File: config.mk
export PLATFORM = sky130hd
export DESIGN_NAME = nrth_mac
export DESIGN_NICKNAME = d
export VERILOG_FILES = /design/src/rtl/core/nrth_pkg.sv /design/src/rtl/core/nrth_mac.sv
export SDC_FILE = /design/constraint.sdc
export NUM_CORES = 2
export LEC_CHECK = 0
export ABC_AREA = 1
export BUFFER_PORTS_ARGS = -buffer_cell sky130_fd_sc_hd__clkbuf_2
export CAP_MARGIN = 30
export CORE_ASPECT_RATIO = 0.9
export CORE_UTILIZATION = 50
export CTS_CLUSTER_SIZE = 40
export DETAILED_ROUTE_END_ITERATION = 12
export MAX_ROUTING_LAYER = met4
export PLACE_DENSITY = 0.66
export SLEW_MARGIN = 25
export SYNTH_ARGS = -nofsm -noshare
export SYNTH_HDL_FRONTEND = slang
export SYNTH_SLANG_ARGS = --single-unit
File: constraint.sdc
create_clock -name clock -period 16.2 [get_ports clock]
set_input_delay 2.43 -clock clock [delete_from_list [all_inputs] [get_ports clock]]
set_output_delay 2.43 -clock clock [all_outputs]
set_load 0.005 [all_outputs]
File: src/rtl/core/nrth_pkg.sv
// Shared types, constants and micro-program of the nearest ray/triangle hit unit.
package nrth_pkg;

   localparam int WORD_W    = 32;
   localparam int FRAC_BITS = 16;
   localparam int DIR_W     = 18;
   localparam int DIST_W    = 31;
   localparam int ID_W      = 16;
   localparam int TERM_W    = 2 * WORD_W - FRAC_BITS;
   localparam int ACC_W     = TERM_W + 2;
   localparam int DVD_W     = WORD_W + FRAC_BITS;
   localparam int STEP_W    = 6;

   localparam logic signed [WORD_W-1:0] ONE_Q = WORD_W'(1) <<< FRAC_BITS;
   localparam logic [DIST_W-1:0] START_RESET = DIST_W'(11351169);

   localparam logic [STEP_W-1:0] STEP_FIN   = STEP_W'(49);
   localparam logic [STEP_W-1:0] STEP_POINT = STEP_W'(50);

   typedef struct packed {
      logic signed [WORD_W-1:0] hub_x;
      logic signed [WORD_W-1:0] hub_y;
      logic signed [WORD_W-1:0] hub_z;
      logic signed [WORD_W-1:0] first_x;
      logic signed [WORD_W-1:0] first_y;
      logic signed [WORD_W-1:0] first_z;
      logic signed [WORD_W-1:0] second_x;
      logic signed [WORD_W-1:0] second_y;
      logic signed [WORD_W-1:0] second_z;
      logic [ID_W-1:0]          hub_id;
      logic                     last_triangle;
   } req_word_type;

   typedef struct packed {
      logic                     found;
      logic [ID_W-1:0]          nearest_id;
      logic [DIST_W-1:0]        hit_t;
      logic signed [WORD_W-1:0] point_x;
      logic signed [WORD_W-1:0] point_y;
      logic signed [WORD_W-1:0] point_z;
   } rsp_word_type;

   typedef enum logic [2:0] {
      CSR_ORIGIN_X       = 3'd0,
      CSR_ORIGIN_Y       = 3'd1,
      CSR_ORIGIN_Z       = 3'd2,
      CSR_DIR_X          = 3'd3,
      CSR_DIR_Y          = 3'd4,
      CSR_DIR_Z          = 3'd5,
      CSR_START_DISTANCE = 3'd6
   } csr_index_type;

   typedef enum logic [2:0] {
      UK_TERM, UK_DIV, UK_TDET, UK_TU, UK_TV, UK_TT, UK_FIN, UK_OUT
   } uop_kind_type;

   typedef enum logic [4:0] {
      SRC_HX, SRC_HY, SRC_HZ, SRC_AX, SRC_AY, SRC_AZ, SRC_BX, SRC_BY, SRC_BZ,
      SRC_OX, SRC_OY, SRC_OZ, SRC_DX, SRC_DY, SRC_DZ,
      SRC_E1X, SRC_E1Y, SRC_E1Z, SRC_E2X, SRC_E2Y, SRC_E2Z,
      SRC_TVX, SRC_TVY, SRC_TVZ, SRC_PX, SRC_PY, SRC_PZ,
      SRC_QX, SRC_QY, SRC_QZ, SRC_BEST
   } src_type;

   typedef enum logic [4:0] {
      DST_NONE, DST_E1X, DST_E1Y, DST_E1Z, DST_E2X, DST_E2Y, DST_E2Z,
      DST_TVX, DST_TVY, DST_TVZ, DST_PX, DST_PY, DST_PZ, DST_QX, DST_QY, DST_QZ,
      DST_DET, DST_NUM, DST_U, DST_V, DST_T, DST_HPX, DST_HPY, DST_HPZ
   } dst_type;

   typedef struct packed {
      uop_kind_type kind;
      logic         mul;
      src_type      sa;
      src_type      sb;
      logic         neg;
      logic         first;
      logic         last;
      dst_type      dst;
   } uop_type;

   typedef struct packed {
      logic load;
      logic is_mul;
      logic acc_en;
      logic first;
      logic neg;
   } mac_ctl_type;

   function automatic logic signed [WORD_W-1:0] sat_word(input logic signed [ACC_W-1:0] x);
      logic signed [ACC_W-1:0] hi;
      logic signed [ACC_W-1:0] lo;
      hi = ACC_W'(ONE_Q - ONE_Q) + {{(ACC_W-WORD_W+1){1'b0}}, {(WORD_W-1){1'b1}}};
      lo = -hi - ACC_W'(1);
      if (x > hi) return {1'b0, {(WORD_W-1){1'b1}}};
      else if (x < lo) return {1'b1, {(WORD_W-1){1'b0}}};
      else return x[WORD_W-1:0];
   endfunction

   function automatic uop_type tm(input logic mul, input src_type sa, input src_type sb,
                                  input logic neg, input logic first, input logic last,
                                  input dst_type dst);
      uop_type u;
      u.kind = UK_TERM; u.mul = mul; u.sa = sa; u.sb = sb;
      u.neg = neg; u.first = first; u.last = last; u.dst = dst;
      return u;
   endfunction

   function automatic uop_type op(input uop_kind_type kind, input dst_type dst);
      uop_type u;
      u = tm(1'b0, SRC_HX, SRC_HX, 1'b0, 1'b0, 1'b0, dst);
      u.kind = kind;
      return u;
   endfunction

   function automatic uop_type ucode(input logic [STEP_W-1:0] step);
      uop_type u;
      case (step)
         6'd0:  u = tm(0, SRC_AX, SRC_HX, 0, 1, 0, DST_NONE);
         6'd1:  u = tm(0, SRC_HX, SRC_HX, 1, 0, 1, DST_E1X);
         6'd2:  u = tm(0, SRC_AY, SRC_HX, 0, 1, 0, DST_NONE);
         6'd3:  u = tm(0, SRC_HY, SRC_HX, 1, 0, 1, DST_E1Y);
         6'd4:  u = tm(0, SRC_AZ, SRC_HX, 0, 1, 0, DST_NONE);
         6'd5:  u = tm(0, SRC_HZ, SRC_HX, 1, 0, 1, DST_E1Z);
         6'd6:  u = tm(0, SRC_BX, SRC_HX, 0, 1, 0, DST_NONE);
         6'd7:  u = tm(0, SRC_HX, SRC_HX, 1, 0, 1, DST_E2X);
         6'd8:  u = tm(0, SRC_BY, SRC_HX, 0, 1, 0, DST_NONE);
         6'd9:  u = tm(0, SRC_HY, SRC_HX, 1, 0, 1, DST_E2Y);
         6'd10: u = tm(0, SRC_BZ, SRC_HX, 0, 1, 0, DST_NONE);
         6'd11: u = tm(0, SRC_HZ, SRC_HX, 1, 0, 1, DST_E2Z);
         6'd12: u = tm(0, SRC_OX, SRC_HX, 0, 1, 0, DST_NONE);
         6'd13: u = tm(0, SRC_HX, SRC_HX, 1, 0, 1, DST_TVX);
         6'd14: u = tm(0, SRC_OY, SRC_HX, 0, 1, 0, DST_NONE);
         6'd15: u = tm(0, SRC_HY, SRC_HX, 1, 0, 1, DST_TVY);
         6'd16: u = tm(0, SRC_OZ, SRC_HX, 0, 1, 0, DST_NONE);
         6'd17: u = tm(0, SRC_HZ, SRC_HX, 1, 0, 1, DST_TVZ);
         6'd18: u = tm(1, SRC_DY, SRC_E2Z, 0, 1, 0, DST_NONE);
         6'd19: u = tm(1, SRC_DZ, SRC_E2Y, 1, 0, 1, DST_PX);
         6'd20: u = tm(1, SRC_DZ, SRC_E2X, 0, 1, 0, DST_NONE);
         6'd21: u = tm(1, SRC_DX, SRC_E2Z, 1, 0, 1, DST_PY);
         6'd22: u = tm(1, SRC_DX, SRC_E2Y, 0, 1, 0, DST_NONE);
         6'd23: u = tm(1, SRC_DY, SRC_E2X, 1, 0, 1, DST_PZ);
         6'd24: u = tm(1, SRC_E1X, SRC_PX, 0, 1, 0, DST_NONE);
         6'd25: u = tm(1, SRC_E1Y, SRC_PY, 0, 0, 0, DST_NONE);
         6'd26: u = tm(1, SRC_E1Z, SRC_PZ, 0, 0, 1, DST_DET);
         6'd27: u = op(UK_TDET, DST_NONE);
         6'd28: u = tm(1, SRC_TVX, SRC_PX, 0, 1, 0, DST_NONE);
         6'd29: u = tm(1, SRC_TVY, SRC_PY, 0, 0, 0, DST_NONE);
         6'd30: u = tm(1, SRC_TVZ, SRC_PZ, 0, 0, 1, DST_NUM);
         6'd31: u = op(UK_DIV, DST_U);
         6'd32: u = op(UK_TU, DST_NONE);
         6'd33: u = tm(1, SRC_TVY, SRC_E1Z, 0, 1, 0, DST_NONE);
         6'd34: u = tm(1, SRC_TVZ, SRC_E1Y, 1, 0, 1, DST_QX);
         6'd35: u = tm(1, SRC_TVZ, SRC_E1X, 0, 1, 0, DST_NONE);
         6'd36: u = tm(1, SRC_TVX, SRC_E1Z, 1, 0, 1, DST_QY);
         6'd37: u = tm(1, SRC_TVX, SRC_E1Y, 0, 1, 0, DST_NONE);
         6'd38: u = tm(1, SRC_TVY, SRC_E1X, 1, 0, 1, DST_QZ);
         6'd39: u = tm(1, SRC_DX, SRC_QX, 0, 1, 0, DST_NONE);
         6'd40: u = tm(1, SRC_DY, SRC_QY, 0, 0, 0, DST_NONE);
         6'd41: u = tm(1, SRC_DZ, SRC_QZ, 0, 0, 1, DST_NUM);
         6'd42: u = op(UK_DIV, DST_V);
         6'd43: u = op(UK_TV, DST_NONE);
         6'd44: u = tm(1, SRC_E2X, SRC_QX, 0, 1, 0, DST_NONE);
         6'd45: u = tm(1, SRC_E2Y, SRC_QY, 0, 0, 0, DST_NONE);
         6'd46: u = tm(1, SRC_E2Z, SRC_QZ, 0, 0, 1, DST_NUM);
         6'd47: u = op(UK_DIV, DST_T);
         6'd48: u = op(UK_TT, DST_NONE);
         6'd49: u = op(UK_FIN, DST_NONE);
         6'd50: u = tm(0, SRC_OX, SRC_HX, 0, 1, 0, DST_NONE);
         6'd51: u = tm(1, SRC_DX, SRC_BEST, 0, 0, 1, DST_HPX);
         6'd52: u = tm(0, SRC_OY, SRC_HX, 0, 1, 0, DST_NONE);
         6'd53: u = tm(1, SRC_DY, SRC_BEST, 0, 0, 1, DST_HPY);
         6'd54: u = tm(0, SRC_OZ, SRC_HX, 0, 1, 0, DST_NONE);
         6'd55: u = tm(1, SRC_DZ, SRC_BEST, 0, 0, 1, DST_HPZ);
         6'd56: u = op(UK_OUT, DST_NONE);
         default: u = op(UK_FIN, DST_NONE);
      endcase
      return u;
   endfunction

endpackage

File: src/rtl/core/nrth_mac.sv
// Shared multiply-accumulate unit; the running sum is kept wide and its result is saturated to signed 32 bits.
module nrth_mac (
   input  logic                             clock,
   input  nrth_pkg::mac_ctl_type            ctl,
   input  logic signed [nrth_pkg::WORD_W-1:0] op_a,
   input  logic signed [nrth_pkg::WORD_W-1:0] op_b,
   output logic signed [nrth_pkg::WORD_W-1:0] res
);
   import nrth_pkg::*;

   logic signed [2*WORD_W-1:0] prod;
   logic signed [TERM_W-1:0]   term_in, term_ff;
   logic signed [ACC_W-1:0]    term_ext, acc_base, acc_in, acc_ff;

   assign prod    = op_a * op_b;
   assign term_in = ctl.is_mul ? prod[2*WORD_W-1:FRAC_BITS]
                               : {{(TERM_W-WORD_W){op_a[WORD_W-1]}}, op_a};

   assign term_ext = {{(ACC_W-TERM_W){term_ff[TERM_W-1]}}, term_ff};
   assign acc_base = ctl.first ? '0 : acc_ff;
   assign acc_in   = ctl.neg ? acc_base - term_ext : acc_base + term_ext;
   assign res      = sat_word(acc_in);

   always_ff @(posedge clock) begin
      if (ctl.load) term_ff <= term_in;
      if (ctl.acc_en) acc_ff <= acc_in;
   end

endmodule

==> out/summary.md <==
The number of global-route vias before repair was 41.0k. Summing all non-filler instances in the final layout gives an area of 49600 µm². The floorplan step defined a die boundary enclosing 96500 µm². After synthesis the cells add up to 47700 µm². The run gives 0 as the number of buffers inserted to repair setup after CTS.

Floorplan die width: 327 µm. A synthesized cell averages 7.58 µm². The overall die height works out to 295 µm.

Flip-flop and latch count after synthesis: 98. Summed over all layers, the global routing overflow is 0. For the number of DRC markers after the initial detailed-route iteration, the log shows 2678. The run gives 6 as the number of search-and-repair iterations in the first detailed-routing pass.

Detailed placement finished with a half-perimeter wire length of 117000 µm. The tools report the type of destination of the critical path as a flop. For the max-slew violation total from the final report, the log shows 0. The clock passes through at most 2 buffers. The proportion of layout cells with a drive suffix above 1 was 5.08%. 102 I/O pins were placed. Gates resized during post-CTS repair numbered 0. Summing all multi-input logic gate instances after layout gives 36600 µm². Synthesis handed over a netlist of 6289 instances. The via total after detailed routing came out at 38.3k. Number of rows in the core area: 107.

The H-tree generated during clock tree synthesis spans 3 levels. The tree is rooted in a clkbuf_16. Counting distinct cell types in the post-synthesis netlist gives 48. The async set-reset flop share out of synthesis works out to 0%. The tools report the hold-fix buffer count after cts as 0.

Adding up every negative setup slack in the final design gives 0 ns. The number of buffers inserted during clock tree synthesis is 9. The upper clock frequency limit was 0.0935 GHz; the area after detailed placement was 49200 µm². The category of the most critical setup path was input pin to flop.

The area growth from synthesis to layout is 4.07%. The routability congestion estimate was 1.02; the post-route antenna net violation count was 0. Wire segments on met2 add up to 65000 µm in the final route. The run gives 98 as the number of sinks on the clock net.

The tools report the total length of routed wires as 141000 µm. Sequential cells were found to cover 6.18% of the synthesized design area. Of all nets on the critical path, the largest fanout is 33.

The leading register cell type out of synthesis is edfxtp_1. In the final design database the tool counted 7598 nets. The wire length of the first global-routing pass was 228000 µm; the count of cells along the worst register-to-register path was 24. When the netlist entered floorplanning its net count stood at 7671.

Global routing used 31.5% of the available tracks across all layers. The via density per instance was 5.12; the max capacitance violation total was 0. Subtracting the final worst setup slack from the clock period gives 10.70 ns. Along the worst hold path, the cell count comes to 2. In this run the tool buffered the top-level ports with 101 buffer cells.

The run gives 10.79 ns as the signal arrival time at the worst endpoint. Once the floorplan was initialized, standard cells occupied 50.4% of the core. After detailed routing, the average wire length per cell comes to 18.8 µm. The clock insertion delay at the later pin of the skew report was 0.37 ns; the required time of the critical path was 16.30 ns. Setup violations remaining at the end of the flow were counted as 0.

The slew of the pin with the lowest slew margin came out at 1.05 ns. The synthesized design spends more area on one cell type than any other, namely fa_1. The wire length the detailed router placed on met1 is 62300 µm. The highest metal layer carrying signal wires in the routed design is met4. The share of the synthesized area in the top cell type works out to 45.5%.

Setup repair after global routing left no endpoint under its margin. The class of the tightest hold or removal check is flop to flop. The post-detailed-route DRC marker count is 0, and the post-route clock period utilization is 66.0%.

For the core box area, the log shows 94500 µm². Across the whole layout, storage elements account for 2940 µm². For the number of hold violations in the final report, the log shows 0.

The number of inserted filler cells in the final layout came out at 9295. After synthesis, the cell types taking the most area are fa_1 45%, inv_1 15%, nand2_1 13%. The tools report the total number of yosys warnings as 0. Clock skew on the completed layout was measured at 0.0115 ns.

The type of element launching the critical path is an input pin. Summed over all nets, wire length on met3 after detailed routing comes to 10000 µm. The worst pin sits at a relative slew slack of 30.3%.

In this run, synthesis inferred 98 flip-flops with an integrated enable. The run finished with clean final reports. The pin count of the biggest net entering global routing was 51; the clock-pin slew on the worst setup and hold paths was 0.07 ns.

The number of antenna violations at the first check in global routing was 3. TritonCTS built the clock tree.
## cell usage after synthesis, drive strengths merged (15+ instances only)
cell type and count:
o21bai 15, inv 1898, or2 24, xor2 63, a21oi 145, nand4 39, clkbuf 236, edfxtp 98
o21ai 94, nor3 39, nor2 348, nand2 1753, ha 230, fa 1082, a31oi 15, nand3 96
xnor2 48
## cell families after synthesis
group                    synth area share (%)
AND/OR/NAND/NOR                          19.8
buffers and inverters                    17.0
adder cells (fa/ha/maj)                  51.5
AO/OA/AOI/OAI                            3.47
XOR/XNOR                                 2.06
flip-flops                               6.18
## path summary, 6_finish.rpt
check | start | end | slack (ns)
setup reg to reg | term_ff[0]$_DFFE_PP_ | acc_ff[47]$_DFFE_PP_ | 11.26
hold reg to reg | term_ff[0]$_DFFE_PP_ | acc_ff[0]$_DFFE_PP_ | 0.73
hold / removal | term_ff[0]$_DFFE_PP_ | acc_ff[0]$_DFFE_PP_ | 0.73
setup / recovery | op_a[31] | term_ff[38]$_DFFE_PP_ | 5.50
## routing by layer
layer,GRT usage (%),vias up
met5,-,-
met4,6.78,0
met3,4.53,207
met2,50.2,1343
met1,42.8,19200
li1,-,17600
## flip-flops by register name (all words and copies together), names as in the netlist
| signal | count |
|---|---|
| term_ff | 48 |
| acc_ff | 50 |
## final cells by class
| cell class | instances | area share, % |
|---|---|---|
| Multi-Input combinational cell | 4045 | 73.8 |
| Sequential cell | 98 | 5.93 |
| Tap cell | 1253 | 3.16 |
| Clock buffer | 9 | 0.454 |
| Inverter | 1900 | 14.4 |
| Clock inverter | 6 | 0.227 |
| Antenna cell | 3 | 0.0151 |
| Timing Repair Buffer | 162 | 2.00 |
## cells in the final DEF (no fill, tap or decap), types with 48 or more instances in the layout
cell type  instances
ha_1             230
nand3_1           93
o21ai_0           91
edfxtp_1          98
buf_4             57
fa_1            1082
nor2_1           319
nand2_1         1709
clkbuf_2         101
xor2_1            62
inv_1           1876
xnor2_1           48
a21oi_1          145
## per-stage QoR
stage          setup WS, ns  hold WS, ns  utilization (%)  instances
2_1_floorplan          6.56        0.656                -       6289
3_3_place_gp           4.71        0.700             52.0       7454
3_5_place_dp           5.19        0.734             52.1       7456
4_1_cts                5.58        0.745             52.4       7471
5_1_grt                5.09        0.762             52.5       7476
6_report               5.50        0.735             52.5       7476
## critical path, cell delays in order
cell	delay [ns]
clkbuf_2	0.59
nand2_1	0.27
fa_1	0.69
fa_1	0.91
fa_1	0.53
fa_1	0.52
inv_1	0.06
fa_1	0.55
fa_1	0.43
fa_1	0.52
fa_1	0.42
ha_1	0.40
nand2_1	0.11
nor2_1	0.11
inv_1	0.09
nor4_2	0.83
nand3_1	0.14
o211ai_1	0.67
nand2_1	0.16
nand2_1	0.09
nand2_1	0.05
nand3_1	0.10
nand2_1	0.07
Power is left out: the tool's default activity adds up to more than one toggle a clock period on the data nets, which glitch-free logic cannot reach.
