`config.mk`:
```
export PLATFORM = sky130hd
export DESIGN_NAME = nrth_div
export DESIGN_NICKNAME = d
export VERILOG_FILES = /design/src/rtl/core/nrth_pkg.sv /design/src/rtl/core/nrth_div.sv
export SDC_FILE = /design/constraint.sdc
export NUM_CORES = 1
export LEC_CHECK = 0
export BUFFER_PORTS_ARGS = -buffer_cell sky130_fd_sc_hd__buf_2
export CAP_MARGIN = 20
export CORE_MARGIN = 4
export CORE_UTILIZATION = 51
export CTS_CLUSTER_DIAMETER = 200
export CTS_CLUSTER_SIZE = 8
export DETAILED_ROUTE_END_ITERATION = 10
export GPL_TIMING_DRIVEN = 0
export PLACE_DENSITY = 0.75
export RECOVER_POWER = 50
export SLEW_MARGIN = 20
export SYNTH_ARGS = -nofsm -noshare
export SYNTH_HDL_FRONTEND = slang
export SYNTH_SLANG_ARGS = --single-unit
```
`constraint.sdc`:
```
create_clock -name clock -period 4.45 [get_ports clock]
set_clock_uncertainty 0.15 [all_clocks]
set_input_delay 0.445 -clock clock [delete_from_list [all_inputs] [get_ports clock]]
set_output_delay 0.445 -clock clock [all_outputs]
set_load 0.03 [all_outputs]
```
`src/rtl/core/nrth_pkg.sv`:
```
// Shared types, constants and micro-program of the nearest ray/triangle hit unit.
package nrth_pkg;

   localparam int WORD_W    = 32;
   localparam int FRAC_BITS = 16;
   localparam int DIR_W     = 18;
   localparam int DIST_W    = 31;
   localparam int ID_W      = 16;
   localparam int TERM_W    = 2 * WORD_W - FRAC_BITS;
   localparam int ACC_W     = TERM_W + 2;
   localparam int DVD_W     = WORD_W + FRAC_BITS;
   localparam int STEP_W    = 6;

   localparam logic signed [WORD_W-1:0] ONE_Q = WORD_W'(1) <<< FRAC_BITS;
   localparam logic [DIST_W-1:0] START_RESET = DIST_W'(11351169);

   localparam logic [STEP_W-1:0] STEP_FIN   = STEP_W'(49);
   localparam logic [STEP_W-1:0] STEP_POINT = STEP_W'(50);

   typedef struct packed {
      logic signed [WORD_W-1:0] hub_x;
      logic signed [WORD_W-1:0] hub_y;
      logic signed [WORD_W-1:0] hub_z;
      logic signed [WORD_W-1:0] first_x;
      logic signed [WORD_W-1:0] first_y;
      logic signed [WORD_W-1:0] first_z;
      logic signed [WORD_W-1:0] second_x;
      logic signed [WORD_W-1:0] second_y;
      logic signed [WORD_W-1:0] second_z;
      logic [ID_W-1:0]          hub_id;
      logic                     last_triangle;
   } req_word_type;

   typedef struct packed {
      logic                     found;
      logic [ID_W-1:0]          nearest_id;
      logic [DIST_W-1:0]        hit_t;
      logic signed [WORD_W-1:0] point_x;
      logic signed [WORD_W-1:0] point_y;
      logic signed [WORD_W-1:0] point_z;
   } rsp_word_type;

   typedef enum logic [2:0] {
      CSR_ORIGIN_X       = 3'd0,
      CSR_ORIGIN_Y       = 3'd1,
      CSR_ORIGIN_Z       = 3'd2,
      CSR_DIR_X          = 3'd3,
      CSR_DIR_Y          = 3'd4,
      CSR_DIR_Z          = 3'd5,
      CSR_START_DISTANCE = 3'd6
   } csr_index_type;

   typedef enum logic [2:0] {
      UK_TERM, UK_DIV, UK_TDET, UK_TU, UK_TV, UK_TT, UK_FIN, UK_OUT
   } uop_kind_type;

   typedef enum logic [4:0] {
      SRC_HX, SRC_HY, SRC_HZ, SRC_AX, SRC_AY, SRC_AZ, SRC_BX, SRC_BY, SRC_BZ,
      SRC_OX, SRC_OY, SRC_OZ, SRC_DX, SRC_DY, SRC_DZ,
      SRC_E1X, SRC_E1Y, SRC_E1Z, SRC_E2X, SRC_E2Y, SRC_E2Z,
      SRC_TVX, SRC_TVY, SRC_TVZ, SRC_PX, SRC_PY, SRC_PZ,
      SRC_QX, SRC_QY, SRC_QZ, SRC_BEST
   } src_type;

   typedef enum logic [4:0] {
      DST_NONE, DST_E1X, DST_E1Y, DST_E1Z, DST_E2X, DST_E2Y, DST_E2Z,
      DST_TVX, DST_TVY, DST_TVZ, DST_PX, DST_PY, DST_PZ, DST_QX, DST_QY, DST_QZ,
      DST_DET, DST_NUM, DST_U, DST_V, DST_T, DST_HPX, DST_HPY, DST_HPZ
   } dst_type;

   typedef struct packed {
      uop_kind_type kind;
      logic         mul;
      src_type      sa;
      src_type      sb;
      logic         neg;
      logic         first;
      logic         last;
      dst_type      dst;
   } uop_type;

   typedef struct packed {
      logic load;
      logic is_mul;
      logic acc_en;
      logic first;
      logic neg;
   } mac_ctl_type;

   function automatic logic signed [WORD_W-1:0] sat_word(input logic signed [ACC_W-1:0] x);
      logic signed [ACC_W-1:0] hi;
      logic signed [ACC_W-1:0] lo;
      hi = ACC_W'(ONE_Q - ONE_Q) + {{(ACC_W-WORD_W+1){1'b0}}, {(WORD_W-1){1'b1}}};
      lo = -hi - ACC_W'(1);
      if (x > hi) return {1'b0, {(WORD_W-1){1'b1}}};
      else if (x < lo) return {1'b1, {(WORD_W-1){1'b0}}};
      else return x[WORD_W-1:0];
   endfunction

   function automatic uop_type tm(input logic mul, input src_type sa, input src_type sb,
                                  input logic neg, input logic first, input logic last,
                                  input dst_type dst);
      uop_type u;
      u.kind = UK_TERM; u.mul = mul; u.sa = sa; u.sb = sb;
      u.neg = neg; u.first = first; u.last = last; u.dst = dst;
      return u;
   endfunction

   function automatic uop_type op(input uop_kind_type kind, input dst_type dst);
      uop_type u;
      u = tm(1'b0, SRC_HX, SRC_HX, 1'b0, 1'b0, 1'b0, dst);
      u.kind = kind;
      return u;
   endfunction

   function automatic uop_type ucode(input logic [STEP_W-1:0] step);
      uop_type u;
      case (step)
         6'd0:  u = tm(0, SRC_AX, SRC_HX, 0, 1, 0, DST_NONE);
         6'd1:  u = tm(0, SRC_HX, SRC_HX, 1, 0, 1, DST_E1X);
         6'd2:  u = tm(0, SRC_AY, SRC_HX, 0, 1, 0, DST_NONE);
         6'd3:  u = tm(0, SRC_HY, SRC_HX, 1, 0, 1, DST_E1Y);
         6'd4:  u = tm(0, SRC_AZ, SRC_HX, 0, 1, 0, DST_NONE);
         6'd5:  u = tm(0, SRC_HZ, SRC_HX, 1, 0, 1, DST_E1Z);
         6'd6:  u = tm(0, SRC_BX, SRC_HX, 0, 1, 0, DST_NONE);
         6'd7:  u = tm(0, SRC_HX, SRC_HX, 1, 0, 1, DST_E2X);
         6'd8:  u = tm(0, SRC_BY, SRC_HX, 0, 1, 0, DST_NONE);
         6'd9:  u = tm(0, SRC_HY, SRC_HX, 1, 0, 1, DST_E2Y);
         6'd10: u = tm(0, SRC_BZ, SRC_HX, 0, 1, 0, DST_NONE);
         6'd11: u = tm(0, SRC_HZ, SRC_HX, 1, 0, 1, DST_E2Z);
         6'd12: u = tm(0, SRC_OX, SRC_HX, 0, 1, 0, DST_NONE);
         6'd13: u = tm(0, SRC_HX, SRC_HX, 1, 0, 1, DST_TVX);
         6'd14: u = tm(0, SRC_OY, SRC_HX, 0, 1, 0, DST_NONE);
         6'd15: u = tm(0, SRC_HY, SRC_HX, 1, 0, 1, DST_TVY);
         6'd16: u = tm(0, SRC_OZ, SRC_HX, 0, 1, 0, DST_NONE);
         6'd17: u = tm(0, SRC_HZ, SRC_HX, 1, 0, 1, DST_TVZ);
         6'd18: u = tm(1, SRC_DY, SRC_E2Z, 0, 1, 0, DST_NONE);
         6'd19: u = tm(1, SRC_DZ, SRC_E2Y, 1, 0, 1, DST_PX);
         6'd20: u = tm(1, SRC_DZ, SRC_E2X, 0, 1, 0, DST_NONE);
         6'd21: u = tm(1, SRC_DX, SRC_E2Z, 1, 0, 1, DST_PY);
         6'd22: u = tm(1, SRC_DX, SRC_E2Y, 0, 1, 0, DST_NONE);
         6'd23: u = tm(1, SRC_DY, SRC_E2X, 1, 0, 1, DST_PZ);
         6'd24: u = tm(1, SRC_E1X, SRC_PX, 0, 1, 0, DST_NONE);
         6'd25: u = tm(1, SRC_E1Y, SRC_PY, 0, 0, 0, DST_NONE);
         6'd26: u = tm(1, SRC_E1Z, SRC_PZ, 0, 0, 1, DST_DET);
         6'd27: u = op(UK_TDET, DST_NONE);
         6'd28: u = tm(1, SRC_TVX, SRC_PX, 0, 1, 0, DST_NONE);
         6'd29: u = tm(1, SRC_TVY, SRC_PY, 0, 0, 0, DST_NONE);
         6'd30: u = tm(1, SRC_TVZ, SRC_PZ, 0, 0, 1, DST_NUM);
         6'd31: u = op(UK_DIV, DST_U);
         6'd32: u = op(UK_TU, DST_NONE);
         6'd33: u = tm(1, SRC_TVY, SRC_E1Z, 0, 1, 0, DST_NONE);
         6'd34: u = tm(1, SRC_TVZ, SRC_E1Y, 1, 0, 1, DST_QX);
         6'd35: u = tm(1, SRC_TVZ, SRC_E1X, 0, 1, 0, DST_NONE);
         6'd36: u = tm(1, SRC_TVX, SRC_E1Z, 1, 0, 1, DST_QY);
         6'd37: u = tm(1, SRC_TVX, SRC_E1Y, 0, 1, 0, DST_NONE);
         6'd38: u = tm(1, SRC_TVY, SRC_E1X, 1, 0, 1, DST_QZ);
         6'd39: u = tm(1, SRC_DX, SRC_QX, 0, 1, 0, DST_NONE);
         6'd40: u = tm(1, SRC_DY, SRC_QY, 0, 0, 0, DST_NONE);
         6'd41: u = tm(1, SRC_DZ, SRC_QZ, 0, 0, 1, DST_NUM);
         6'd42: u = op(UK_DIV, DST_V);
         6'd43: u = op(UK_TV, DST_NONE);
         6'd44: u = tm(1, SRC_E2X, SRC_QX, 0, 1, 0, DST_NONE);
         6'd45: u = tm(1, SRC_E2Y, SRC_QY, 0, 0, 0, DST_NONE);
         6'd46: u = tm(1, SRC_E2Z, SRC_QZ, 0, 0, 1, DST_NUM);
         6'd47: u = op(UK_DIV, DST_T);
         6'd48: u = op(UK_TT, DST_NONE);
         6'd49: u = op(UK_FIN, DST_NONE);
         6'd50: u = tm(0, SRC_OX, SRC_HX, 0, 1, 0, DST_NONE);
         6'd51: u = tm(1, SRC_DX, SRC_BEST, 0, 0, 1, DST_HPX);
         6'd52: u = tm(0, SRC_OY, SRC_HX, 0, 1, 0, DST_NONE);
         6'd53: u = tm(1, SRC_DY, SRC_BEST, 0, 0, 1, DST_HPY);
         6'd54: u = tm(0, SRC_OZ, SRC_HX, 0, 1, 0, DST_NONE);
         6'd55: u = tm(1, SRC_DZ, SRC_BEST, 0, 0, 1, DST_HPZ);
         6'd56: u = op(UK_OUT, DST_NONE);
         default: u = op(UK_FIN, DST_NONE);
      endcase
      return u;
   endfunction

endpackage

```
`src/rtl/core/nrth_div.sv`:
```
// Radix-2 restoring divider for (num * ONE) / den, truncated and saturated to 32 bits.
module nrth_div (
   input  logic                               clock,
   input  logic                               reset,
   input  logic                               start,
   input  logic signed [nrth_pkg::WORD_W-1:0] num,
   input  logic signed [nrth_pkg::WORD_W-1:0] den,
   output logic                               done,
   output logic signed [nrth_pkg::WORD_W-1:0] quo
);
   import nrth_pkg::*;

   localparam int CNT_W = $clog2(DVD_W);

   logic [WORD_W-1:0]  num_mag, den_mag;
   logic [DVD_W-1:0]   qd_ff, qd_in;
   logic [WORD_W-1:0]  rem_ff, rem_in, dvs_ff;
   logic [WORD_W:0]    rem_sh;
   logic [WORD_W+1:0]  diff;
   logic [CNT_W-1:0]   cnt_ff, cnt_in;
   logic               run_ff, run_in, fin_ff, fin_in, done_ff, done_in, neg_ff;
   logic signed [WORD_W-1:0] quo_ff, quo_in;

   assign num_mag = num[WORD_W-1] ? WORD_W'(-num) : WORD_W'(num);
   assign den_mag = den[WORD_W-1] ? WORD_W'(-den) : WORD_W'(den);

   assign rem_sh = {rem_ff, qd_ff[DVD_W-1]};
   assign diff   = {1'b0, rem_sh} - {2'b00, dvs_ff};

   always_comb begin
      rem_in = rem_ff;
      qd_in  = qd_ff;
      cnt_in = cnt_ff;
      run_in = run_ff;
      fin_in = 1'b0;
      done_in = 1'b0;
      quo_in = quo_ff;
      if (start) begin
         rem_in = '0;
         qd_in  = {num_mag, {FRAC_BITS{1'b0}}};
         cnt_in = '0;
         run_in = 1'b1;
      end else if (run_ff) begin
         if (!diff[WORD_W+1]) begin
            rem_in = diff[WORD_W-1:0];
            qd_in  = {qd_ff[DVD_W-2:0], 1'b1};
         end else begin
            rem_in = rem_sh[WORD_W-1:0];
            qd_in  = {qd_ff[DVD_W-2:0], 1'b0};
         end
         cnt_in = cnt_ff + CNT_W'(1);
         if (cnt_ff == CNT_W'(DVD_W - 1)) begin
            run_in = 1'b0;
            fin_in = 1'b1;
         end
      end else if (fin_ff) begin
         done_in = 1'b1;
         if (!neg_ff) begin
            if (qd_ff > DVD_W'({1'b0, {(WORD_W-1){1'b1}}})) quo_in = {1'b0, {(WORD_W-1){1'b1}}};
            else quo_in = qd_ff[WORD_W-1:0];
         end else begin
            if (qd_ff > DVD_W'({1'b1, {(WORD_W-1){1'b0}}})) quo_in = {1'b1, {(WORD_W-1){1'b0}}};
            else quo_in = -qd_ff[WORD_W-1:0];
         end
      end
   end

   always_ff @(posedge clock) begin
      if (reset) begin
         run_ff  <= 1'b0;
         fin_ff  <= 1'b0;
         done_ff <= 1'b0;
      end else begin
         run_ff  <= run_in;
         fin_ff  <= fin_in;
         done_ff <= done_in;
      end
      rem_ff <= rem_in;
      qd_ff  <= qd_in;
      cnt_ff <= cnt_in;
      quo_ff <= quo_in;
      if (start) begin
         dvs_ff <= den_mag;
         neg_ff <= num[WORD_W-1] ^ den[WORD_W-1];
      end
   end

   assign done = done_ff;
   assign quo  = quo_ff;

endmodule

```
==> key figures, run 1 <==
Floorplan
  – Rows: 50
  – Initial Utilization: 52.0%
  – Num ports: 100
  – Core Region: 18800 um^2
  – Chip height: 147 um
  – Die Area: 21500 um^2
  – DIE WIDTH: 147 um

STA
  – Hold WS: 0.0521 ns
  – FMAX: 259 MHz
  – Worst-margin pin slew: 1.68 ns
  – Final hold violations: 0
  – Max-Slew Margin vs Limit: -12.0%
  – Period utilization: 86.8%
  – Minimum clock period: 3.86 ns
  – Post-Route Setup TNS: 0 ns
  – Final setup vio count: 0
  – Fin. max-slew vios: 35
  – RSZ-0062 raised after global routing: false

Global routing
  – Vias in the first global route: 7857
  – Total track usage: 22.3%
  – Overflow after GRT: 0
  – First-pass GRT wire length: 39300 um
  – Initial antenna violation count: 0
  – Largest net degree at the start of global routing: 35

Placement
  – Placer Congestion: 0.972
  – Final HPWL DP: 18300 um
  – Placed Instance Area: 10600 um^2
  – # port buffers: 99

Clock network
  – TritonCTS buffer count: 17
  – Latest clock arrival within the worst-skew pair: 0.43 ns
  – Root Buffer: clkbuf_16
  – Reg clk slew, reported paths: 0.06 ns
  – CTS tree: yes
  – TritonCTS Sinks: 154
  – CTS Hold Bufs: 0
  – Clock buffer depth: 2
  – H-tree depth: 4
  – Cts repair resizes: 0
  – Postcts setup bufs: 0

Final layout
  – Register area: 4050 um^2
  – # diodes: 0
  – Layout cells sized above 1: 9.93%
  – Area of the multi-input gates: 5330 um^2
  – Fin nets: 1269
  – Fin util: 59.2%
  – Post-route cell area: 11100 um^2
  – Fillers: 1646
  – Area Overhead vs Synth: 13.7%

Yosys
  – Synth cell count leaders: nor2_1, edfxtp_1, nand2_1
  – Ys async rst share: 0%
  – Synth cell types: 72
  – Most frequent cell after synthesis: nor2_1
  – Post-Synthesis Cells: 1047
  – Prevailing post-synth register cell: edfxtp_1
  – Post-Syn Area: 9800 um^2
  – Synth Net Count: 1151
  – Number of flops mapped to enable cells by yosys: 97
  – Avg Cell Area, Syn: 9.36 um^2
  – Synth top area share: 29.7%
  – Sequential share of the synthesized area: 41.4%
  – Yosys reg bits: 154
  – Synth area leader: edfxtp_1
  – Area contributors post-synth: edfxtp_1, dfxtp_1, xnor2_1
  – Yosys warning count: 0

Setup path
  – Setup CP Type: flip-flop to flip-flop
  – CP max FO: 4
  – CP Data Required Time: 4.64 ns
  – Slowest cell delay on critical path: 0.52 ns
  – Cell Chain, Critical Path: inv_1 > ha_1 > inv_1 > fa_1 > a211oi_2 > nor4_2 > o31ai_1 > a21oi_1 > a211o_1 > nor2b_1 > or4_1 > a311oi_1
  – Critical path's slowest cell: o31ai_1
  – Kind of cell adding the most delay to the critical path: compound AO/OA/AOI/OAI gates
  – Startpoint types: flip-flop
  – Most frequent CP cell: inv_1
  – Critical Path Sink Type: flip-flop
  – Buf/Inv on CP: 2
  – Crit path DAT: 4.05 ns

Detailed routing
  – Drt pass-1 iters: 7
  – Vias: 8488
  – Top sig layer: met4
  – Routed Wire Length: 24500 um
  – Final ANT Viol Nets: 0
  – Residual DRC: 0
  – Vias per cell: 5.90
  – Routed len/inst: 17.1 um
  – Post-route met1 wirelength: 11000 um
  – Iter 0 DRT Violations: 672
  – Detail Route met2 WL: 11500 um
  – Wire length on met3: 1540 um

Job
  – Max Cap Viol: 1

Run status
  – Failing checks: max-capacitance violations, max-slew violations
  – Outcome: finished with violations

Min path
  – Worst min path class: input pin to flip-flop

Power and ir drop
  – Lkg Pwr: 4.39 nW
  – Worst VDD drop: 0.307 mV
  – PwrDens: 366 nW/um^2
  – Total power: 4.08 mW
## metal layers
metal / vias up / track usage, %
li1: 4135 / -
met1: 4022 / 30.5
met2: 288 / 36.1
met3: 43 / 3.51
met4: 0 / 7.29
met5: - / 0
## through the flow
stage          setup WS, ns  cells
6_report              0.587   1438
5_1_grt               0.406   1438
4_1_cts               0.703   1438
3_5_place_dp          0.747   1406
3_3_place_gp          0.757   1406
2_1_floorplan          1.25   1047
## flip-flops by register name, indices dropped and copies added, names as in the netlist
| name | count |
|---|---|
| done | 1 |
| cnt_ff | 6 |
| dvs_ff | 32 |
| quo | 32 |
| qd_ff | 48 |
| fin_ff | 1 |
| rem_ff | 32 |
| neg_ff | 1 |
| run_ff | 1 |
## power breakdown
part	internal (mW)	total, mW	switching [mW]
sequential	1.64	1.72	0.0815
clock	0.851	1.46	0.610
combinational	0.371	0.902	0.531
total	2.86	4.08	1.22
## cell families (layout without fill, tap and decap cells)
| family | Yosys count | after routing | synth area share, % |
|---|---|---|---|
| xor+xnor | 86 | 86 | 7.69 |
| buf+inv | 103 | 234 | 4.01 |
| mux | 42 | 42 | 4.29 |
| simple gates | 334 | 334 | 17.1 |
| flops | 154 | 154 | 41.4 |
| fa+ha+maj | 37 | 37 | 4.80 |
| compound gates | 291 | 291 | 20.8 |
## path summary, 6_finish.rpt
| path | end | start | cells after the start | slack (ns) |
|---|---|---|---|---|
| worst max-delay path | rem_ff[26] | qd_ff[47] | 12 | 0.59 |
| worst min-delay path | run_ff | reset | 2 | 0.05 |
| worst max register to register | rem_ff[26] | qd_ff[47] | 12 | 0.59 |
| worst min register to register | cnt_ff[5] | cnt_ff[5] | 2 | 0.34 |
## layout make-up
| type | instances | area share (%) |
|---|---|---|
| Buffer | 49 | 1.71 |
| Multi-Input combinational cell | 790 | 47.9 |
| Clock inverter | 11 | 1.21 |
| Sequential cell | 154 | 36.4 |
| Inverter | 54 | 1.82 |
| Tap cell | 260 | 2.92 |
| Timing Repair Buffer | 99 | 4.02 |
| Clock buffer | 21 | 4.04 |
## cells in the final DEF (no fill, tap or decap), types with 29 or more instances in the layout
cell      synthesis  layout
a21oi_1          46      46
nor2_1          102     102
a22o_1           30      30
edfxtp_1         97      97
a211oi_1         29      29
inv_1            54      54
clkbuf_1         40      81
xnor2_1          69      69
ha_1             36      36
o21ai_0          62      62
buf_2             5      66
dfxtp_1          57      57
nand2_1          97      97
mux2i_1          42      42
Note: power is estimated with default switching activity, not from simulation.
==> run 2: changes to the inputs <==
--- a/config.mk
+++ b/config.mk
@@ -12,7 +12,6 @@
 export CTS_CLUSTER_DIAMETER = 200
 export CTS_CLUSTER_SIZE = 8
 export DETAILED_ROUTE_END_ITERATION = 10
-export GPL_TIMING_DRIVEN = 0
 export PLACE_DENSITY = 0.75
 export RECOVER_POWER = 50
 export SLEW_MARGIN = 20
==> run 2 against run 1 <==
  * The flow still finishes with violations (max-capacitance violations, max-slew violations)
  * Via count shrank 4.5%
  * Worst setup slack gained 0.092 ns
  * First-iteration DRC count shrank 6.5%
  * Clock power shrank 4%
  * Register-to-register slack gained 0.09 ns
  * Wire length shrank 8.2%
  * Die area is the same
  * Critical path type unchanged
  * Largest power group unchanged
==> key figures, run 2 (synthesis results as in run 1) <==
Floorplan
  – Initial Utilization: 52.0% (unchanged)
  – Num ports: 100 (unchanged)
  – DIE WIDTH: 147 um (unchanged)
  – Rows: 50 (unchanged)
  – Core Region: 18800 um^2 (unchanged)
  – Die Area: 21500 um^2 (unchanged)
  – Chip height: 147 um (unchanged)

STA
  – Final setup vio count: 0 (unchanged)
  – Period utilization: 84.8% (-2.1 points)
  – RSZ-0062 raised after global routing: false
  – Final hold violations: 0 (unchanged)
  – Worst-margin pin slew: 2.05 ns (+0.367 ns)
  – Post-Route Setup TNS: 0 ns (unchanged)
  – Minimum clock period: 3.77 ns (-0.0918 ns)
  – Max-Slew Margin vs Limit: -36.5% (-24 points)
  – Fin. max-slew vios: 183 (+420%)
  – FMAX: 265 MHz (+2.4%)

Final layout
  – Most frequent cells in the layout: nor2_1, nand2_1, edfxtp_1
  – # diodes: 0 (unchanged)
  – Layout cells sized above 1: 10.6% (+0.71 points)
  – Fin util: 58.4% (-0.77 points)
  – Register area: 4050 um^2 (unchanged)
  – Max reg flops: 48 (unchanged)
  – Area Overhead vs Synth: 12.2%
  – Top reg by flops: qd_ff
  – Most common cell after layout, fill and taps aside: nor2_1
  – Fillers: 1653 (+0.43%)
  – Fin nets: 1228 (-3.2%)
  – Area of the multi-input gates: 5340 um^2 (+0.16%)

Clock network
  – Reg clk slew, reported paths: 0.06 ns (about the same)
  – Clock buffer depth: 2 (unchanged)
  – Latest clock arrival within the worst-skew pair: 0.43 ns (about the same)
  – Cts repair resizes: 0 (unchanged)
  – CTS tree: yes
  – H-tree depth: 4 (unchanged)
  – TritonCTS Sinks: 154 (unchanged)
  – Root Buffer: clkbuf_16
  – TritonCTS buffer count: 17 (unchanged)
  – Postcts setup bufs: 0 (unchanged)
  – CTS Hold Bufs: 0 (unchanged)

Setup path
  – Startpoint types: flip-flop
  – Critical path's slowest cell: a2111oi_0
  – Crit path DAT: 3.83 ns (-0.22 ns)
  – Slowest cell delay on critical path: 0.66 ns (+0.14 ns)
  – Critical Path Sink Type: flip-flop
  – Kind of cell adding the most delay to the critical path: compound AO/OA/AOI/OAI gates
  – Cell Chain, Critical Path: ha_1 > a21o_1 > a2111oi_0 > o41ai_1 > nand3_1 > o21ai_1 > nor2_4 > buf_4 > mux2i_1 > a211oi_1
  – CP Data Required Time: 4.51 ns (-0.13 ns)
  – CP max FO: 24 (+20)
  – Buf/Inv on CP: 1 (-1)
  – Setup CP Type: flip-flop to flip-flop

Detailed routing
  – Post-route met1 wirelength: 10400 um (-5.7%)
  – Residual DRC: 0 (unchanged)
  – Wire length on met3: 1210 um (-21%)
  – Detail Route met2 WL: 10600 um (-7.3%)
  – Routed len/inst: 16.1 um (-5.5%)
  – Final ANT Viol Nets: 0 (unchanged)
  – Top sig layer: met5
  – Vias: 8110 (-4.5%)
  – Drt pass-1 iters: 6 (-1)
  – Routed Wire Length: 22500 um (-8.2%)
  – Vias per cell: 5.81 (-1.6%)
  – Iter 0 DRT Violations: 628 (-6.5%)

Job
  – Max Cap Viol: 2 (+1)

Global routing
  – First-pass GRT wire length: 36800 um (-6.5%)
  – Vias in the first global route: 7456 (-5.1%)
  – Overflow after GRT: 0 (unchanged)
  – Initial antenna violation count: 1 (+1)
  – Total track usage: 20.7% (-1.6 points)
  – Largest net degree at the start of global routing: 101 (+190%)

Power and ir drop
  – Clock power frac: 35.1% (-0.7 points)
  – Worst VDD drop: 0.296 mV (-3.4%)
  – Net Sw Power: 1.21 mW (-1.3%)
  – PwrDens: 363 nW/um^2 (-0.87%)
  – Reg power frac: 42.8% (+0.7 points)
  – Logic gate share of total power: 22.1% (about the same)
  – Int Power: 2.79 mW (-2.5%)
  – Lkg Pwr: 4.35 nW (-1.1%)
  – Sw frac: 30.2% (+0.28 points)

Min path
  – Worst min path class: input pin to flip-flop

Placement
  – # port buffers: 99 (unchanged)
  – Placer Congestion: 0.975 (+0.33%)
  – Final HPWL DP: 16100 um (-12%)

Run status
  – Failing checks: max-capacitance violations, max-slew violations
  – Outcome: finished with violations
==> run 2: worst paths after layout <==
path	depth (start not counted)	to	from	slack, ns
worst max register to register	10	rem_ff[10]	rem_ff[17]	0.68
worst min register to register	2	rem_ff[31]	rem_ff[31]	0.33
worst min-delay path	2	run_ff	reset	0.06
worst max-delay path	10	rem_ff[10]	rem_ff[17]	0.68
==> run 2: metrics by stage <==
step | total power [mW] | hold WS [ns] | cell area (um^2) | setup slack [ns] | cells
final | 3.99 | 0.0608 | 11000 | 0.678 | 1397
after global routing | 4.20 | 0.0615 | 11000 | 0.545 | 1397
after CTS | 4.01 | 0.0337 | 11100 | 0.738 | 1397
after detailed placement | 2.60 | 0.326 | 10500 | 0.758 | 1365
after global placement | 2.59 | 0.316 | 10500 | 0.832 | 1364
after floorplan | 2.38 | 0.300 | 9800 | 1.25 | 1047
==> run 2: area by class of cell <==
| class | count | share of cell area (%) |
|---|---|---|
| inverters | 54 | 1.84 |
| repair buffers | 107 | 4.53 |
| multi-input cells | 790 | 48.6 |
| flip-flops and latches | 154 | 36.9 |
| well taps | 260 | 2.96 |
| clock inverters | 15 | 1.33 |
| clock buffers | 17 | 3.87 |
==> run 2: power by group through the flow <==
stage	registers (mW)	logic, mW	clock network [mW]
2_1_floorplan	1.71	0.667	0
3_3_place_gp	1.74	0.852	0
3_5_place_dp	1.74	0.868	0
4_1_cts	1.71	0.879	1.42
5_1_grt	1.72	0.986	1.49
6_report	1.71	0.882	1.40
==> run 2: per-layer routing <==
layer | global-route usage (%) | vias up
met2 | 33.3 | 231
met3 | 3.85 | 30
met4 | 5.69 | 2
li1 | - | 4068
met1 | 28.7 | 3779
met5 | 0 | -
==> run 3: changes to the inputs <==
--- a/config.mk
+++ b/config.mk
@@ -12,7 +12,7 @@
 export CTS_CLUSTER_DIAMETER = 200
 export CTS_CLUSTER_SIZE = 8
 export DETAILED_ROUTE_END_ITERATION = 10
-export PLACE_DENSITY = 0.75
+export PLACE_DENSITY = 0.77
 export RECOVER_POWER = 50
 export SLEW_MARGIN = 20
 export SYNTH_ARGS = -nofsm -noshare
==> constraint.sdc (replaced) <==
create_clock -name clock -period 3.35 [get_ports clock]
set_clock_uncertainty 0.15 [all_clocks]
set_input_delay 0.335 -clock clock [delete_from_list [all_inputs] [get_ports clock]]
set_output_delay 0.335 -clock clock [all_outputs]
set_load 0.03 [all_outputs]
==> run 3 against run 2 <==
  * Maximum frequency rose by 18%
  * Combinational power rose by 41%
  * Cell area rose by 3.4%
  * Clock power rose by 31%
  * The flow still finishes with violations (max-capacitance violations, max-slew violations)
  * Hold slack improved by 0.011 ns
  * Critical endpoint is now rem_ff[26]
  * Core utilization rose by 2.0 points
  * Die area did not move
==> key figures, run 3 (synthesis results as in run 1) <==
Run status
  – Outcome: finished with violations
  – Failing checks: max-capacitance violations, max-slew violations

Placement
  – # port buffers: 99 (unchanged)
  – Placed Cells: 1395 (+2.2%)
  – Final HPWL DP: 16700 um (+3.6%)
  – Placer Congestion: 0.959 (-1.7%)

Floorplan
  – Rows: 50 (unchanged)
  – DIE WIDTH: 147 um (unchanged)
  – Core Region: 18800 um^2 (unchanged)
  – Initial Utilization: 52.0% (unchanged)
  – Chip height: 147 um (unchanged)
  – Num ports: 100 (unchanged)
  – Die Area: 21500 um^2 (unchanged)

Min path
  – Worst min path class: input pin to flip-flop
  – Worst hold start: den[6]
  – Hold Path Cell Cnt: 2 (unchanged)
  – Hold Path End: dvs_ff[6]

Final layout
  – Non-Filler Instances: 1433 (+2.6%)
  – Most common cell after layout, fill and taps aside: nor2_1
  – Max reg flops: 48 (unchanged)
  – Top reg by flops: qd_ff
  – # diodes: 0 (unchanged)
  – Area Overhead vs Synth: 16.0%
  – Layout cells sized above 1: 14.5% (+3.9 points)
  – Fin nets: 1264 (+2.9%)
  – Most frequent cells in the layout: nor2_1, nand2_1, edfxtp_1

STA
  – Minimum clock period: 3.19 ns (-0.584 ns)
  – FMAX: 314 MHz (+18%)
  – Worst-margin pin slew: 1.73 ns (-0.321 ns)
  – RSZ-0062 raised after global routing: false
  – Fin. max-slew vios: 33 (-82%)
  – Final hold violations: 0 (unchanged)
  – Final setup vio count: 0 (unchanged)
  – Period utilization: 95.2% (+10 points)
  – Post-Route Setup TNS: 0 ns (unchanged)
  – Max-Slew Margin vs Limit: -15.0% (+21 points)

Power and ir drop
  – PwrDens: 471 nW/um^2 (+30%)
  – Worst VDD drop: 0.373 mV (+26%)
  – Net Sw Power: 1.63 mW (+35%)
  – Clock power frac: 34.1% (-1.0 points)
  – Total power: 5.35 mW (+34%)
  – Logic gate share of total power: 23.3% (+1.2 points)
  – Reg power frac: 42.6% (-0.2 points)
  – Sw frac: 30.5% (+0.27 points)
  – Lkg Pwr: 4.54 nW (+4.4%)
  – Int Power: 3.72 mW (+33%)

Clock network
  – CTS tree: yes
  – TritonCTS buffer count: 17 (unchanged)
  – Clock buffer depth: 2 (unchanged)
  – Latest clock arrival within the worst-skew pair: 0.43 ns (about the same)
  – Reg clk slew, reported paths: 0.06 ns (about the same)
  – H-tree depth: 4 (unchanged)
  – Root Buffer: clkbuf_16
  – TritonCTS Sinks: 154 (unchanged)

Setup path
  – CP Data Required Time: 3.53 ns (-0.98 ns)
  – Crit path DAT: 3.37 ns (-0.46 ns)
  – CP max FO: 3 (-88%)
  – Critical Path Sink Type: flip-flop
  – Cells on worst reg2reg path: 12 (+2)
  – R2R Path End: rem_ff[26]
  – Setup CP Type: flip-flop to flip-flop
  – Reg2Reg Launch Point: qd_ff[47]
  – Startpoint types: flip-flop
  – R2r setup slk: 0.16 ns (-0.52 ns)

Global routing
  – Total track usage: 21.2% (+0.51 points)
  – Initial antenna violation count: 0 (-1)
  – Largest net degree at the start of global routing: 75 (-26%)
  – Vias in the first global route: 7886 (+5.8%)
  – Overflow after GRT: 0 (unchanged)
  – First-pass GRT wire length: 37900 um (+3.2%)

Detailed routing
  – Vias: 8434 (+4.0%)
  – Drt pass-1 iters: 5 (-1)
  – Residual DRC: 0 (unchanged)
  – Routed len/inst: 16.2 um (+0.65%)
  – Vias per cell: 5.89 (+1.4%)
  – Routed Wire Length: 23200 um (+3.2%)
  – Final ANT Viol Nets: 0 (unchanged)
  – Iter 0 DRT Violations: 694 (+11%)

Job
  – Max Cap Viol: 1 (-1)
==> run 3: layout make-up <==
type / instances / area, um^2
clock buffer: 20 / 457
clock inverter: 12 / 109
multi-input combinational: 790 / 5450
sequential: 154 / 4050
timing repair buffer: 143 / 773
tap: 260 / 325
fill: 1599 / 7460
inverter: 54 / 203
==> run 3: through the flow <==
| step | setup WS [ns] | utilization (%) | cell area [um^2] | hold WS (ns) |
|---|---|---|---|---|
| 2_1_floorplan | 0.145 | - | 9800 | 0.257 |
| 3_3_place_gp | 0.0385 | 57.0 | 10700 | 0.320 |
| 3_5_place_dp | -0.0891 | 57.0 | 10700 | 0.329 |
| 4_1_cts | 0.0141 | 60.1 | 11300 | 0.0604 |
| 5_1_grt | 0.000417 | 60.4 | 11400 | 0.0650 |
| 6_report | 0.162 | 60.4 | 11400 | 0.0715 |
==> run 3: critical path: stages, from the launching register on <==
cell      delay (ns)
edfxtp_1        0.40
inv_2           0.10
ha_4            0.14
inv_1           0.05
fa_2            0.36
a211oi_4        0.32
nor4_4          0.10
o31ai_4         0.24
a21oi_2         0.11
a211o_1         0.29
nor2b_1         0.13
or4_1           0.46
a311oi_1        0.26
==> run 3: how the worst max path moves through the flow <==
stage	cells after the start	endpoint	startpoint	slack, ns
after CTS	11	rem_ff[8]	dvs_ff[20]	0.01
final	12	rem_ff[26]	qd_ff[47]	0.16
after global placement	12	rem_ff[26]	qd_ff[47]	0.04
after global routing	12	rem_ff[26]	qd_ff[47]	0.0004
after detailed placement	12	rem_ff[26]	qd_ff[47]	-0.09
after floorplan	12	rem_ff[26]	qd_ff[47]	0.15
==> run 3: repair_timing <==
| item | CTS | global route |
|---|---|---|
| pin swaps | 1 | 6 |
| endpoints found under the hold margin | 4 | 0 |
| setup endpoints to repair | 3 | 26 |
| gates cloned | 0 | 0 |
| gates resized for setup | 2 | 16 |
| hold buffers | 2 | 0 |
| setup buffers | 0 | 4 |
==> run 3: metal layers <==
layer | vias up | global-route usage (%) | wire, um
li1 | 4127 | - | -
met1 | 3976 | 28.2 | 10400
met2 | 282 | 35.5 | 11200
met3 | 49 | 3.29 | 1270
met4 | 0 | 6.87 | 435
met5 | - | 0 | 0
==> run 3: power by group through the flow <==
| stage | combinational (mW) | clock (mW) | sequential [mW] |
|---|---|---|---|
| final | 1.24 | 1.83 | 2.28 |
| after detailed placement | 1.18 | 0 | 2.31 |
| after CTS | 1.20 | 1.85 | 2.27 |
| after global placement | 1.17 | 0 | 2.31 |
| after global routing | 1.39 | 1.93 | 2.29 |
| after floorplan | 0.886 | 0 | 2.27 |
